==> src/rtl/spfa_pkg.sv <==
// Shared types, constants and command encodings of the port allocator.
`default_nettype none

package spfa_pkg;

	localparam int PORT_W         = 16;
	localparam int STATUS_W       = 2;
	localparam int CFG_IDX_W      = 2;
	localparam int FREE_DEPTH_DEF = 1024;

	localparam logic [PORT_W-1:0] FIRST_PORT_RESET = 16'd1024;
	localparam logic [PORT_W-1:0] PORT_LIMIT_RESET = 16'd65535;

	localparam logic [CFG_IDX_W-1:0] REG_FIRST_PORT = 2'd0;
	localparam logic [CFG_IDX_W-1:0] REG_PORT_LIMIT = 2'd1;

	localparam logic [STATUS_W-1:0] ST_ALLOCATED = 2'd0;
	localparam logic [STATUS_W-1:0] ST_RELEASED  = 2'd1;
	localparam logic [STATUS_W-1:0] ST_EXHAUSTED = 2'd2;
	localparam logic [STATUS_W-1:0] ST_LIST_FULL = 2'd3;

	localparam logic OP_ALLOCATE = 1'b0;
	localparam logic OP_RELEASE  = 1'b1;

	typedef struct packed {
		logic              operation;
		logic [PORT_W-1:0] freed_port;
	} req_t;

	typedef struct packed {
		logic [PORT_W-1:0]   port_number;
		logic [STATUS_W-1:0] status;
	} rsp_t;

	typedef enum logic [2:0] {
		RD_NONE, RD_ZERO, RD_PARENT, RD_CNT, RD_CHILD, RD_CHILD1
	} rd_sel_t;

	typedef enum logic [1:0] {
		WR_NONE, WR_VAL, WR_RDATA, WR_CVAL
	} wr_sel_t;

	typedef enum logic [2:0] {
		IDX_KEEP, IDX_PARENT, IDX_ZERO, IDX_CNT, IDX_CIDX
	} idx_sel_t;

	typedef enum logic [2:0] {
		RES_KEEP, RES_RELEASED, RES_FULL, RES_EXH, RES_FRESH, RES_TOP
	} res_sel_t;

	typedef enum logic [1:0] {
		CNT_KEEP, CNT_INC, CNT_DEC
	} cnt_op_t;

	typedef enum logic [1:0] {
		VAL_KEEP, VAL_IN, VAL_RD
	} val_sel_t;

	typedef struct packed {
		rd_sel_t  rd_sel;
		wr_sel_t  wr_sel;
		idx_sel_t idx_sel;
		res_sel_t res_sel;
		cnt_op_t  cnt_op;
		val_sel_t val_sel;
		logic     cval_c;
		logic     cval_c1;
		logic     out_load;
	} cmd_t;

	typedef struct packed {
		logic cnt_zero;
		logic cnt_full;
		logic fresh_exh;
		logic idx_zero;
		logic rd_le_val;
		logic c_ge_cnt;
		logic c1_lt_cnt;
		logic rd_lt_cval;
		logic val_le_cval;
		logic out_free;
	} status_t;

endpackage

`default_nettype wire

==> src/rtl/spfa_ctrl.sv <==
// Controller: request decode and heap sift sequencing.
`default_nettype none

module spfa_ctrl (
	input  wire logic              clk,
	input  wire logic              arst_n,
	input  wire logic              in_valid,
	input  wire logic              in_op,
	output logic                   in_ready,
	input  wire spfa_pkg::status_t status,
	output spfa_pkg::cmd_t         cmd
);

	typedef enum logic [9:0] {
		S_IDLE     = 10'b00_0000_0001,
		S_PUSH_UP  = 10'b00_0000_0010,
		S_PUSH_CMP = 10'b00_0000_0100,
		S_POP_TOP  = 10'b00_0000_1000,
		S_POP_LAST = 10'b00_0001_0000,
		S_DN_RD    = 10'b00_0010_0000,
		S_DN_C0    = 10'b00_0100_0000,
		S_DN_C1    = 10'b00_1000_0000,
		S_DN_CMP   = 10'b01_0000_0000,
		S_FINISH   = 10'b10_0000_0000
	} state_t;

	state_t state_q, state_d;

	assign in_ready = (state_q == S_IDLE);

	always_comb begin
		state_d = state_q;
		cmd     = '0;
		case (state_q)
			S_IDLE: begin
				if (in_valid) begin
					if (in_op == spfa_pkg::OP_RELEASE) begin
						if (status.cnt_full) begin
							cmd.res_sel = spfa_pkg::RES_FULL;
							state_d     = S_FINISH;
						end else begin
							cmd.res_sel = spfa_pkg::RES_RELEASED;
							cmd.val_sel = spfa_pkg::VAL_IN;
							cmd.idx_sel = spfa_pkg::IDX_CNT;
							cmd.cnt_op  = spfa_pkg::CNT_INC;
							state_d     = S_PUSH_UP;
						end
					end else if (!status.cnt_zero) begin
						cmd.cnt_op  = spfa_pkg::CNT_DEC;
						cmd.idx_sel = spfa_pkg::IDX_ZERO;
						cmd.rd_sel  = spfa_pkg::RD_ZERO;
						state_d     = S_POP_TOP;
					end else if (status.fresh_exh) begin
						cmd.res_sel = spfa_pkg::RES_EXH;
						state_d     = S_FINISH;
					end else begin
						cmd.res_sel = spfa_pkg::RES_FRESH;
						state_d     = S_FINISH;
					end
				end
			end
			S_PUSH_UP: begin
				if (status.idx_zero) begin
					cmd.wr_sel = spfa_pkg::WR_VAL;
					state_d    = S_FINISH;
				end else begin
					cmd.rd_sel = spfa_pkg::RD_PARENT;
					state_d    = S_PUSH_CMP;
				end
			end
			S_PUSH_CMP: begin
				if (status.rd_le_val) begin
					cmd.wr_sel = spfa_pkg::WR_VAL;
					state_d    = S_FINISH;
				end else begin
					// parent moves down a level
					cmd.wr_sel  = spfa_pkg::WR_RDATA;
					cmd.idx_sel = spfa_pkg::IDX_PARENT;
					state_d     = S_PUSH_UP;
				end
			end
			S_POP_TOP: begin
				cmd.res_sel = spfa_pkg::RES_TOP;
				cmd.rd_sel  = spfa_pkg::RD_CNT;
				state_d     = S_POP_LAST;
			end
			S_POP_LAST: begin
				cmd.val_sel = spfa_pkg::VAL_RD;
				state_d     = S_DN_RD;
			end
			S_DN_RD: begin
				if (status.c_ge_cnt) begin
					if (!status.cnt_zero) begin
						cmd.wr_sel = spfa_pkg::WR_VAL;
					end
					state_d = S_FINISH;
				end else begin
					cmd.rd_sel = spfa_pkg::RD_CHILD;
					state_d    = S_DN_C0;
				end
			end
			S_DN_C0: begin
				cmd.cval_c = 1'b1;
				if (status.c1_lt_cnt) begin
					cmd.rd_sel = spfa_pkg::RD_CHILD1;
					state_d    = S_DN_C1;
				end else begin
					state_d = S_DN_CMP;
				end
			end
			S_DN_C1: begin
				cmd.cval_c1 = status.rd_lt_cval;
				state_d     = S_DN_CMP;
			end
			S_DN_CMP: begin
				if (status.val_le_cval) begin
					cmd.wr_sel = spfa_pkg::WR_VAL;
					state_d    = S_FINISH;
				end else begin
					cmd.wr_sel  = spfa_pkg::WR_CVAL;
					cmd.idx_sel = spfa_pkg::IDX_CIDX;
					state_d     = S_DN_RD;
				end
			end
			S_FINISH: begin
				if (status.out_free) begin
					cmd.out_load = 1'b1;
					state_d      = S_IDLE;
				end
			end
			default: begin
				state_d = S_IDLE;
			end
		endcase
	end

	always_ff @(posedge clk or negedge arst_n) begin
		if (!arst_n) begin
			state_q <= S_IDLE;
		end else begin
			state_q <= state_d;
		end
	end

	accept_leaves_idle: assert property (@(posedge clk) disable iff (!arst_n)
		in_valid && in_ready |=> !in_ready)
		else $error("second word taken while a request is in flight");

	finish_returns: assert property (@(posedge clk) disable iff (!arst_n)
		state_q == S_FINISH && status.out_free |=> in_ready)
		else $error("controller did not return to idle after loading result");

	pop_needs_entry: assert property (@(posedge clk) disable iff (!arst_n)
		cmd.cnt_op == spfa_pkg::CNT_DEC |-> !status.cnt_zero)
		else $error("pop issued on empty free list");

	fresh_below_limit: assert property (@(posedge clk) disable iff (!arst_n)
		cmd.res_sel == spfa_pkg::RES_FRESH |-> !status.fresh_exh && status.cnt_zero)
		else $error("fresh port handed out past the limit or with free entries");

endmodule

`default_nettype wire

==> config.mk <==
export PLATFORM = sky130hd
export DESIGN_NAME = spfa_ctrl
export DESIGN_NICKNAME = d
export VERILOG_FILES = /design/src/rtl/spfa_pkg.sv /design/src/rtl/spfa_ctrl.sv
export SDC_FILE = /design/constraint.sdc
export NUM_CORES = 1
export LEC_CHECK = 0
export ABC_AREA = 1
export BUFFER_PORTS_ARGS = -buffer_cell sky130_fd_sc_hd__buf_2
export CORE_MARGIN = 4
export CORE_UTILIZATION = 48
export DETAILED_ROUTE_END_ITERATION = 16
export GPL_ROUTABILITY_DRIVEN = 0
export PLACE_DENSITY_LB_ADDON = 0.05
export SLEW_MARGIN = 5
export SYNTH_ARGS = -nofsm -noshare
export SYNTH_HDL_FRONTEND = slang
export SYNTH_SLANG_ARGS = --single-unit
==> constraint.sdc <==
create_clock -name clk -period 1.96 [get_ports clk]
set_input_delay 0.294 -clock clk [delete_from_list [all_inputs] [get_ports clk]]
set_output_delay 0.294 -clock clk [all_outputs]
set_load 0.02 [all_outputs]
== Word level (Yosys, flattened, before mapping) ==
Cells that the tools add are included.
Cells by class
  eq/ne operators: 12
  multiplexer cells: 44
  reductions and logical operators: 1
Operator list (number)
  $mux W10: 10
  $pmux W10 S10: 1
  $mux W2: 10
  $mux W3: 6
  $pmux W3 S5: 1
  $eq A10 B1 Y1 const B: 1
  $eq A10 B10 Y1 const B: 1
  $eq A10 B2 Y1 const B: 1
  $eq A10 B3 Y1 const B: 1
  $eq A10 B4 Y1 const B: 1
  $eq A10 B5 Y1 const B: 1
  $eq A10 B6 Y1 const B: 1
  $eq A10 B7 Y1 const B: 1
  $eq A10 B8 Y1 const B: 1
  $eq A10 B9 Y1 const B: 1
  $mux W1: 10
  $mux W9: 1
  $pmux W3 S3: 1
  $mux W8: 1
  $pmux W2 S4: 1
  $pmux W3 S2: 1
  $ne A2 B2 Y1 const B: 2
  $pmux W2 S2: 1
  $reduce_and A2 Y1: 1
Storage, ports and cells
  register bits: 10
  input port bits: 14
  output and inout port bits: 19
  word-level logic and storage cells: 58

== Logic depth before layout (Yosys ltp) ==
Gate-level depths: netlist of run 1.
  word-level depth: 5
  depth in mapped cells: 10
  gate-level depth less buffers: 10

== Worst setup path after synthesis of run 1 ==
Ideal clock, no wire load.
  path kind: reg-to-output
  start: reg state_q[0]
  end: out cmd[9] (netlist name)
  arrival time: 1594 ps
  data required time: 1666 ps
  slack: 72 ps
  stages on the path, launching flop included: 7
  path buffers: 0
  cell sequence: dfstp_2 -> inv_1 -> nor2_1 -> nand2_1 -> nor3_4 -> nand2_2 -> o21ai_1
RTL lines
  from (decl): line spfa_ctrl.sv:27  | state_t state_q, state_d;
  from (signal assigned): line spfa_ctrl.sv:141  | state_q <= state_d;
  to (decl): line spfa_ctrl.sv:11  | output spfa_pkg::cmd_t cmd

==> flow_metrics.tcl, run 1 <==
set metrics [dict create \
    finish.utilization_pct 84.2 \
    slew-limit-headroom_pct 81.5 \
    grtUsageTotal_pct 22.2 \
    setup_viol_count_final 12 \
    drtPass1Iterations 7 \
    timing.final.crit_period_ns 2.08 \
    antenna_found_initial 0 \
    regMostFlops "state_q" \
    root_buffer "clkbuf_4" \
    timing.rr.start "state_q[0]" \
    largestRegisters "state_q (10)" \
    vias 1201 \
    path_max_fanout 7 \
    cp.arrival_ns 1.78 \
    drive_gt1_share_pct 51.3 \
    io_buffers 32 \
    p_per_area_mw_per_mm2 940 \
    power.leakage_uw 0.000804 \
    drt-vias-per-instance 5.46 \
    final_common_cell "buf_4" \
    fp.dieArea_mm2 0.00263 \
    drcViolationCount 0 \
    synth_fp_nets 153 \
    largest_register_ffs 10 \
    drt-initial-drc-count 50 \
    grt_pass1_wl_um 4400 \
    pre_cts_ws_ns 0.147 \
    fmax_mhz 481 \
    initial_core_util_pct 51.5 \
    finalMaxSlewViolations 0 \
    htree_levels 1 \
    tns_ns -0.754 \
    cap_violations 0 \
    cp.required_ns 1.67 \
    vdd_drop_max_v 0.000757 \
    insertion_delay_ns 0.27 \
    outcome "finished with violations" \
    pin_count 33 \
    finClkSkew_ns 0.00706 \
    yosysSeqAreaShare_pct 28.0 \
    clkTransAtPathRegs_ns 0.07 \
    syn_area_um2 898 \
    startpoint_type "flop" \
    synth.avg_cell_area_um2 6.46 \
    hold_violations 0 \
    die_h_um 51.3 \
    wirelength_um 3230 \
    cts_tree "built" \
    final_cell_mix "buf_4, nand2_1, nor2_1, buf_2, inv_1" \
    die_w_um 51.3 \
    cp-endpoint "cmd[8]" \
    nFillCells 102 \
    setup_slack_ns -0.118 \
    drtAntennaViolNets 0 \
    power.total_uw 1380 \
    hold_slack_ns 0.214 \
    worstHoldPathType "input pin to flop" \
    yosysUniqueCellTypes 22 \
    violations "negative setup slack" \
    grt_pass1_vias 1015 \
    cts_buffer_depth 2 \
    r2r_setup_slack_ns 0.23 \
    reg2reg_to "state_q[0]" \
    ys_async_sr_fraction_pct 100 \
    ys_ff_latch 10 \
    wire_per_inst_um 14.7 \
    rsz0062_at_grt "yes" \
    synth_ff_type "dfrtp_1" \
    coreArea_mm2 0.00175 \
    overflow 0 \
    fp-row-count 15 \
    synth_edf_count 0 \
    n_antenna_cell 0 \
    dpl.hpwl_um 1990 \
    worstSetupPathType "flop to output port" \
    synthCells 139 \
    reg2reg_depth 11 \
    final_nets 210 \
    clkSinkCount 10 \
    cts_made_buffers 3 \
    syn_to_final_growth_pct 63.5 \
    period_share_pct 106 \
    end_kind "output port" \
    grt_max_degree 11 \
    yosysWarnings 0 \
    worst_slew_pin_slew_ns 0.277 \
    critPathLaunch "state_q[0]" \
]
==> timing repair <==
action,CTS,global route
hold buffers,1,0
endpoints found under the setup margin,13,17
endpoints found under the hold margin,9,0
pin swaps,5,11
buffers inserted,4,15
resized for setup,24,36
==> layout make-up <==
type                            count  area, µm²  area share [%]
Clock buffer                        4       36.3            2.47
Timing Repair Buffer               52        380            25.9
Inverter                           26        105            7.16
Sequential cell                    10        259            17.6
Multi-Input combinational cell    103        657            44.7
Tap cell                           25       31.3            2.13
==> worst max-delay path: stages (launching register included) <==
cell     delay [ns]
dfstp_2        0.57
inv_2          0.06
nor2_4         0.09
nand2_2        0.08
nor3_4         0.24
nand2_4        0.12
nor3b_2        0.19
buf_4          0.16
==> metal layers <==
layer  share of wire [%]  track usage, %  vias to the layer above
met2                  50            39.1                       72
met5                   0               0                        -
met1                  37            26.1                      549
met4                 3.3            8.30                        0
met3                 8.9            5.25                       18
li1                    -               -                      562
==> cell usage after synthesis (2+ instances only) <==
cell	n	share of area, %
dfrtp_1	9	25
o21ai_1	6	3.3
nor2_1	27	11
nand3b_1	3	2.5
nand2_1	28	12
o211ai_2	2	2.8
nor2_4	3	3.8
nand3_1	11	6.1
nor3_1	3	1.7
nor2_2	2	1.4
inv_1	19	7.9
inv_2	7	2.9
nand2_2	3	2.1
nand4_1	7	4.9
nand4_2	2	2.8
==> where the power goes <==
part	internal (µW)	leakage [µW]	switching [µW]	total, µW
Combinational	389	0.000658	528	917
Sequential	241	0.000125	30.9	272
Clock	113	0.0000210	78.4	191
==> logic make-up (layout without fill, tap and decap cells) <==
| kind of cell | count (synthesis) | count (layout) | share of synthesized area, % |
|---|---|---|---|
| simple gates | 94 | 94 | 54.5 |
| buf+inv | 26 | 82 | 10.9 |
| flops | 10 | 10 | 28.0 |
| compound gates | 9 | 9 | 6.68 |
==> how the worst min path moves through the flow <==
stage | start | endpoint | slack, ns | depth (start not counted)
after floorplan | arst_n | state_q[1] | -0.002 | 0
after global placement | arst_n | state_q[5] | 0.17 | 1
after detailed placement | arst_n | state_q[5] | 0.17 | 1
after CTS | status[3] | state_q[8] | 0.20 | 2
after global routing | status[3] | state_q[8] | 0.21 | 2
final | status[3] | state_q[8] | 0.21 | 2
==> per-stage QoR <==
stage	std cells	instance area (µm²)
after floorplan	139	898
after global placement	196	1090
after detailed placement	196	1090
after CTS	205	1240
after global routing	220	1470
final	220	1470
(Power assumes the default switching activity.)
==> run 2: changes to the inputs <==
- CORE_UTILIZATION: 48 -> 30
==> flow_metrics.tcl, run 2 (synthesis results as in run 1) <==
set metrics [dict create \
    outcome "finished with violations" \
    violations "negative setup slack" \
    antenna_found_initial 0 \
    final_cells 226 \
    finClkSkew_ns 0.00308 \
    vdd_drop_max_v 0.000537 \
    power_frac_seq_pct 20.4 \
    largest_register_ffs 10 \
    final_common_cell "buf_4" \
    swShare_pct 44.7 \
    clkTransAtPathRegs_ns 0.07 \
    vias 1095 \
    finalMaxSlewViolations 0 \
    overflow 0 \
    hold_violations 0 \
    cp.required_ns 1.67 \
    cts_buffer_depth 2 \
    startpoint_type "flop" \
    internal-power_uw 710 \
    path_max_fanout 7 \
    period_share_pct 103 \
    io_buffers 32 \
    setup_viol_count_final 5 \
    power.leakage_uw 0.000794 \
    grt_pass1_wl_um 4770 \
    p_per_area_mw_per_mm2 893 \
    pin_count 33 \
    wire_per_inst_um 12.1 \
    clockPowerShare_pct 15.0 \
    dp.cells 203 \
    pwr-share-comb_pct 64.7 \
    grt_max_degree 11 \
    syn_to_final_growth_pct 60.2 \
    coreArea_mm2 0.00281 \
    timing.final.crit_period_ns 2.01 \
    cts_made_buffers 3 \
    cap_violations 0 \
    clkSinkCount 10 \
    drtPass1Iterations 4 \
    worstHoldPathType "input pin to flop" \
    drive_gt1_share_pct 49.2 \
    htree_levels 1 \
    power.total_uw 1280 \
    fp.dieArea_mm2 0.00393 \
    fp-row-count 19 \
    final_cell_mix "buf_4, nand2_1, nor2_1, buf_2, inv_1" \
    worst_slew_pin_slew_ns 0.293 \
    largestRegisters "state_q (10)" \
    drt-initial-drc-count 36 \
    drcViolationCount 0 \
    tns_ns -0.136 \
    wirelength_um 2740 \
    grtUsageTotal_pct 15.0 \
    end_kind "output port" \
    drtAntennaViolNets 0 \
    nFillCells 300 \
    cts_tree "built" \
    power.switching_uw 574 \
    n_antenna_cell 0 \
    grt_pass1_vias 1061 \
    die_h_um 62.7 \
    rsz0062_at_grt "yes" \
    setup_slack_ns -0.0550 \
    finish.utilization_pct 51.3 \
    initial_core_util_pct 32.0 \
    root_buffer "clkbuf_4" \
    cp.arrival_ns 1.72 \
    regMostFlops "state_q" \
    final_nets 210 \
    drt-vias-per-instance 4.85 \
    worstSetupPathType "flop to output port" \
    die_w_um 62.7 \
    dpl.hpwl_um 2070 \
    fmax_mhz 496 \
    insertion_delay_ns 0.27 \
    slew-limit-headroom_pct 80.4 \
]
[run 2: cell type report]
class                      count  area [µm²]  share of cell area (%)
clock buffer                   4        36.3                    2.52
inverter                      26         103                    7.13
multi-input combinational    103         632                    43.9
sequential                    10         259                    18.0
tap                           31        38.8                    2.70
timing repair buffer          52         370                    25.7
[run 2: critical path, cell delays in order (launching register included)]
cell     delay [ns]
dfstp_2        0.54
inv_2          0.05
nor2_4         0.09
nand2_2        0.07
nor3_4         0.25
nand2_4        0.12
nor3b_2        0.17
buf_4          0.16
[run 2: what timing repair did]
action                                 CTS  global route
endpoints found under the hold margin    9             0
hold buffers                             1             0
setup endpoints to repair               13            18
setup buffers                            5            14
gates resized for setup                 31            18
pin swaps                                6            11
[run 2: path summary, 6_finish.rpt]
| kind | start | end | slack (ns) | cells past startpoint |
|---|---|---|---|---|
| worst max register to register | state_q[0] | state_q[0] | 0.46 | 9 |
| min in group asynchronous | arst_n | state_q[5] | 0.42 | 2 |
| worst min register to register | state_q[8] | state_q[9] | 0.65 | 3 |
| worst min-delay path | status[3] | state_q[8] | 0.21 | 2 |
| worst max-delay path | state_q[0] | cmd[8] | -0.05 | 7 |
| max in group asynchronous | arst_n | state_q[0] | 1.28 | 2 |
[run 2: power by group through the flow]
stage          sequential (µW)  clock [µW]  combinational (µW)
6_report                   262         193                 831
3_3_place_gp               267           0                 540
4_1_cts                    261         200                 724
3_5_place_dp               268           0                 533
2_1_floorplan              264           0                 395
5_1_grt                    265         207                 917
[run 2: per-layer routing]
layer  track usage, %  share of wire (%)
met3             4.14                8.5
met4             4.68               0.69
met5                0                  0
met2             23.6                 47
met1             19.8                 44
[run 2: metrics by stage]
stage / area (µm²) / hold slack [ns] / worst slack [ns]
2_1_floorplan: 898 / -0.00159 / 0.0721
3_3_place_gp: 1100 / 0.176 / 0.137
3_5_place_dp: 1100 / 0.175 / 0.130
4_1_cts: 1290 / 0.211 / -0.154
5_1_grt: 1440 / 0.215 / -0.150
6_report: 1440 / 0.212 / -0.0550
==> run 3: changes to the inputs <==
- SKIP_CTS_REPAIR_TIMING: not set -> 1
==> flow_metrics.tcl, run 3 (synthesis results as in run 1) <==
set metrics [dict create \
    drive_gt1_share_pct 38.5 \
    drt-initial-drc-count 50 \
    pre_cts_ws_ns 0.130 \
    final_cell_mix "nand2_1, nor2_1, buf_2, inv_1" \
    coreArea_mm2 0.00281 \
    power.switching_uw 502 \
    finClkSkew_ns 0.00301 \
    cts_made_buffers 3 \
    pwr-share-comb_pct 57.9 \
    antenna_found_initial 0 \
    dpl.hpwl_um 2070 \
    htree_levels 1 \
    worstHoldPathType "input pin to flop" \
    initial_core_util_pct 32.0 \
    pin_count 33 \
    period_share_pct 108 \
    die_w_um 62.7 \
    fmax_mhz 471 \
    final_nets 194 \
    setup_viol_count_final 12 \
    clockPowerShare_pct 17.5 \
    wire_per_inst_um 12.0 \
    worstSetupPathType "flop to output port" \
    grt_max_degree 11 \
    internal-power_uw 585 \
    timing.final.crit_period_ns 2.12 \
    wirelength_um 2530 \
    reg2reg_depth 7 \
    vdd_drop_max_v 0.000466 \
    drt-vias-per-instance 4.77 \
    path_max_fanout 7 \
    finalMaxSlewViolations 0 \
    r2r_setup_slack_ns 0.41 \
    hold_violations 0 \
    tns_ns -1.17 \
    die_h_um 62.7 \
    worst_slew_pin_slew_ns 0.309 \
    grt_pass1_vias 976 \
    io_buffers 32 \
    violations "negative setup slack" \
    grtUsageTotal_pct 13.5 \
    clkSinkCount 10 \
    n_antenna_cell 0 \
    cts_buffer_depth 2 \
    swShare_pct 46.2 \
    finish.utilization_pct 44.3 \
    drtAntennaViolNets 0 \
    drtPass1Iterations 4 \
    final_common_cell "nand2_1" \
    cp.required_ns 1.67 \
    regMostFlops "state_q" \
    root_buffer "clkbuf_4" \
    slew-limit-headroom_pct 79.4 \
    timing.rr.start "state_q[0]" \
    cp.arrival_ns 1.83 \
    startpoint_type "flop" \
    clkTransAtPathRegs_ns 0.07 \
    largestRegisters "state_q (10)" \
    fp.dieArea_mm2 0.00393 \
    fp-row-count 19 \
    vias 1001 \
    setup_slack_ns -0.165 \
    outcome "finished with violations" \
    p_per_area_mw_per_mm2 875 \
    reg2reg_to "state_q[1]" \
    min_from "status[3]" \
    insertion_delay_ns 0.27 \
    power.leakage_uw 0.000722 \
    grt_pass1_wl_um 4280 \
    overflow 0 \
    rsz0062_at_grt "yes" \
    end_kind "output port" \
    nFillCells 308 \
    hold_slack_ns 0.206 \
    largest_register_ffs 10 \
    drcViolationCount 0 \
    power_frac_seq_pct 24.5 \
    cts_tree "built" \
    cap_violations 0 \
    syn_to_final_growth_pct 38.3 \
    hold_path_depth 2 \
    min_to "state_q[8]" \
]
-- run 3: changes by cell type in the layout (fill, tap and decap cells not counted), moves of 2 or more --
cell     previous run  this run
buf_4              27        11
buf_2              18        21
nor2_4              6         4
dfrtp_1             3         9
nand2_1            25        27
buf_6               6         3
dfrtp_2             6         0
nand2_4             5         3
-- run 3: how the worst max path moves through the flow --
stage,start,to,slack (ns)
CTS,state_q[0],cmd[8],-0.18
finish,state_q[0],cmd[8],-0.16
global placement,state_q[0],cmd[8],0.14
floorplan,state_q[0],cmd[9],0.07
global route,state_q[0],cmd[8],-0.28
detailed placement,state_q[0],cmd[8],0.13
-- run 3: metrics by stage --
stage               instance area (µm²)  cells  power, µW
finish                             1240    210       1090
CTS                                1140    207       1000
floorplan                           898    139        659
global placement                   1100    203        806
detailed placement                 1100    203        801
global route                       1240    210       1190
-- run 3: final cells by class --
class | count | area (µm²) | share of cell area [%]
multi-input cells | 103 | 584 | 47.0
flip-flops and latches | 10 | 251 | 20.2
repair buffers | 36 | 231 | 18.6
inverters | 26 | 100 | 8.06
well taps | 31 | 38.8 | 3.12
clock buffers | 4 | 36.3 | 2.92
-- run 3: critical path, cell delays in order (launching register included) --
cell,delay (ns)
dfstp_2,0.56
inv_2,0.04
nor2_2,0.12
nand2_2,0.09
nor3_4,0.30
nand2_4,0.13
nor3b_2,0.17
buf_4,0.16
-- run 3: routing by layer --
layer,vias up,wire length [µm],global-route usage (%),part of all wire (%)
met3,4,173,3.78,6.8
met1,435,1200,18.1,48
met4,0,45,4.68,1.8
li1,526,-,-,-
met2,36,1100,20.8,44
met5,-,0,0,0
-- run 3: power groups by stage --
stage	Clock, µW	Combinational [µW]	Sequential, µW
6_report	190	629	267
3_5_place_dp	0	533	268
4_1_cts	200	536	264
2_1_floorplan	0	395	264
3_3_place_gp	0	540	267
5_1_grt	207	708	271
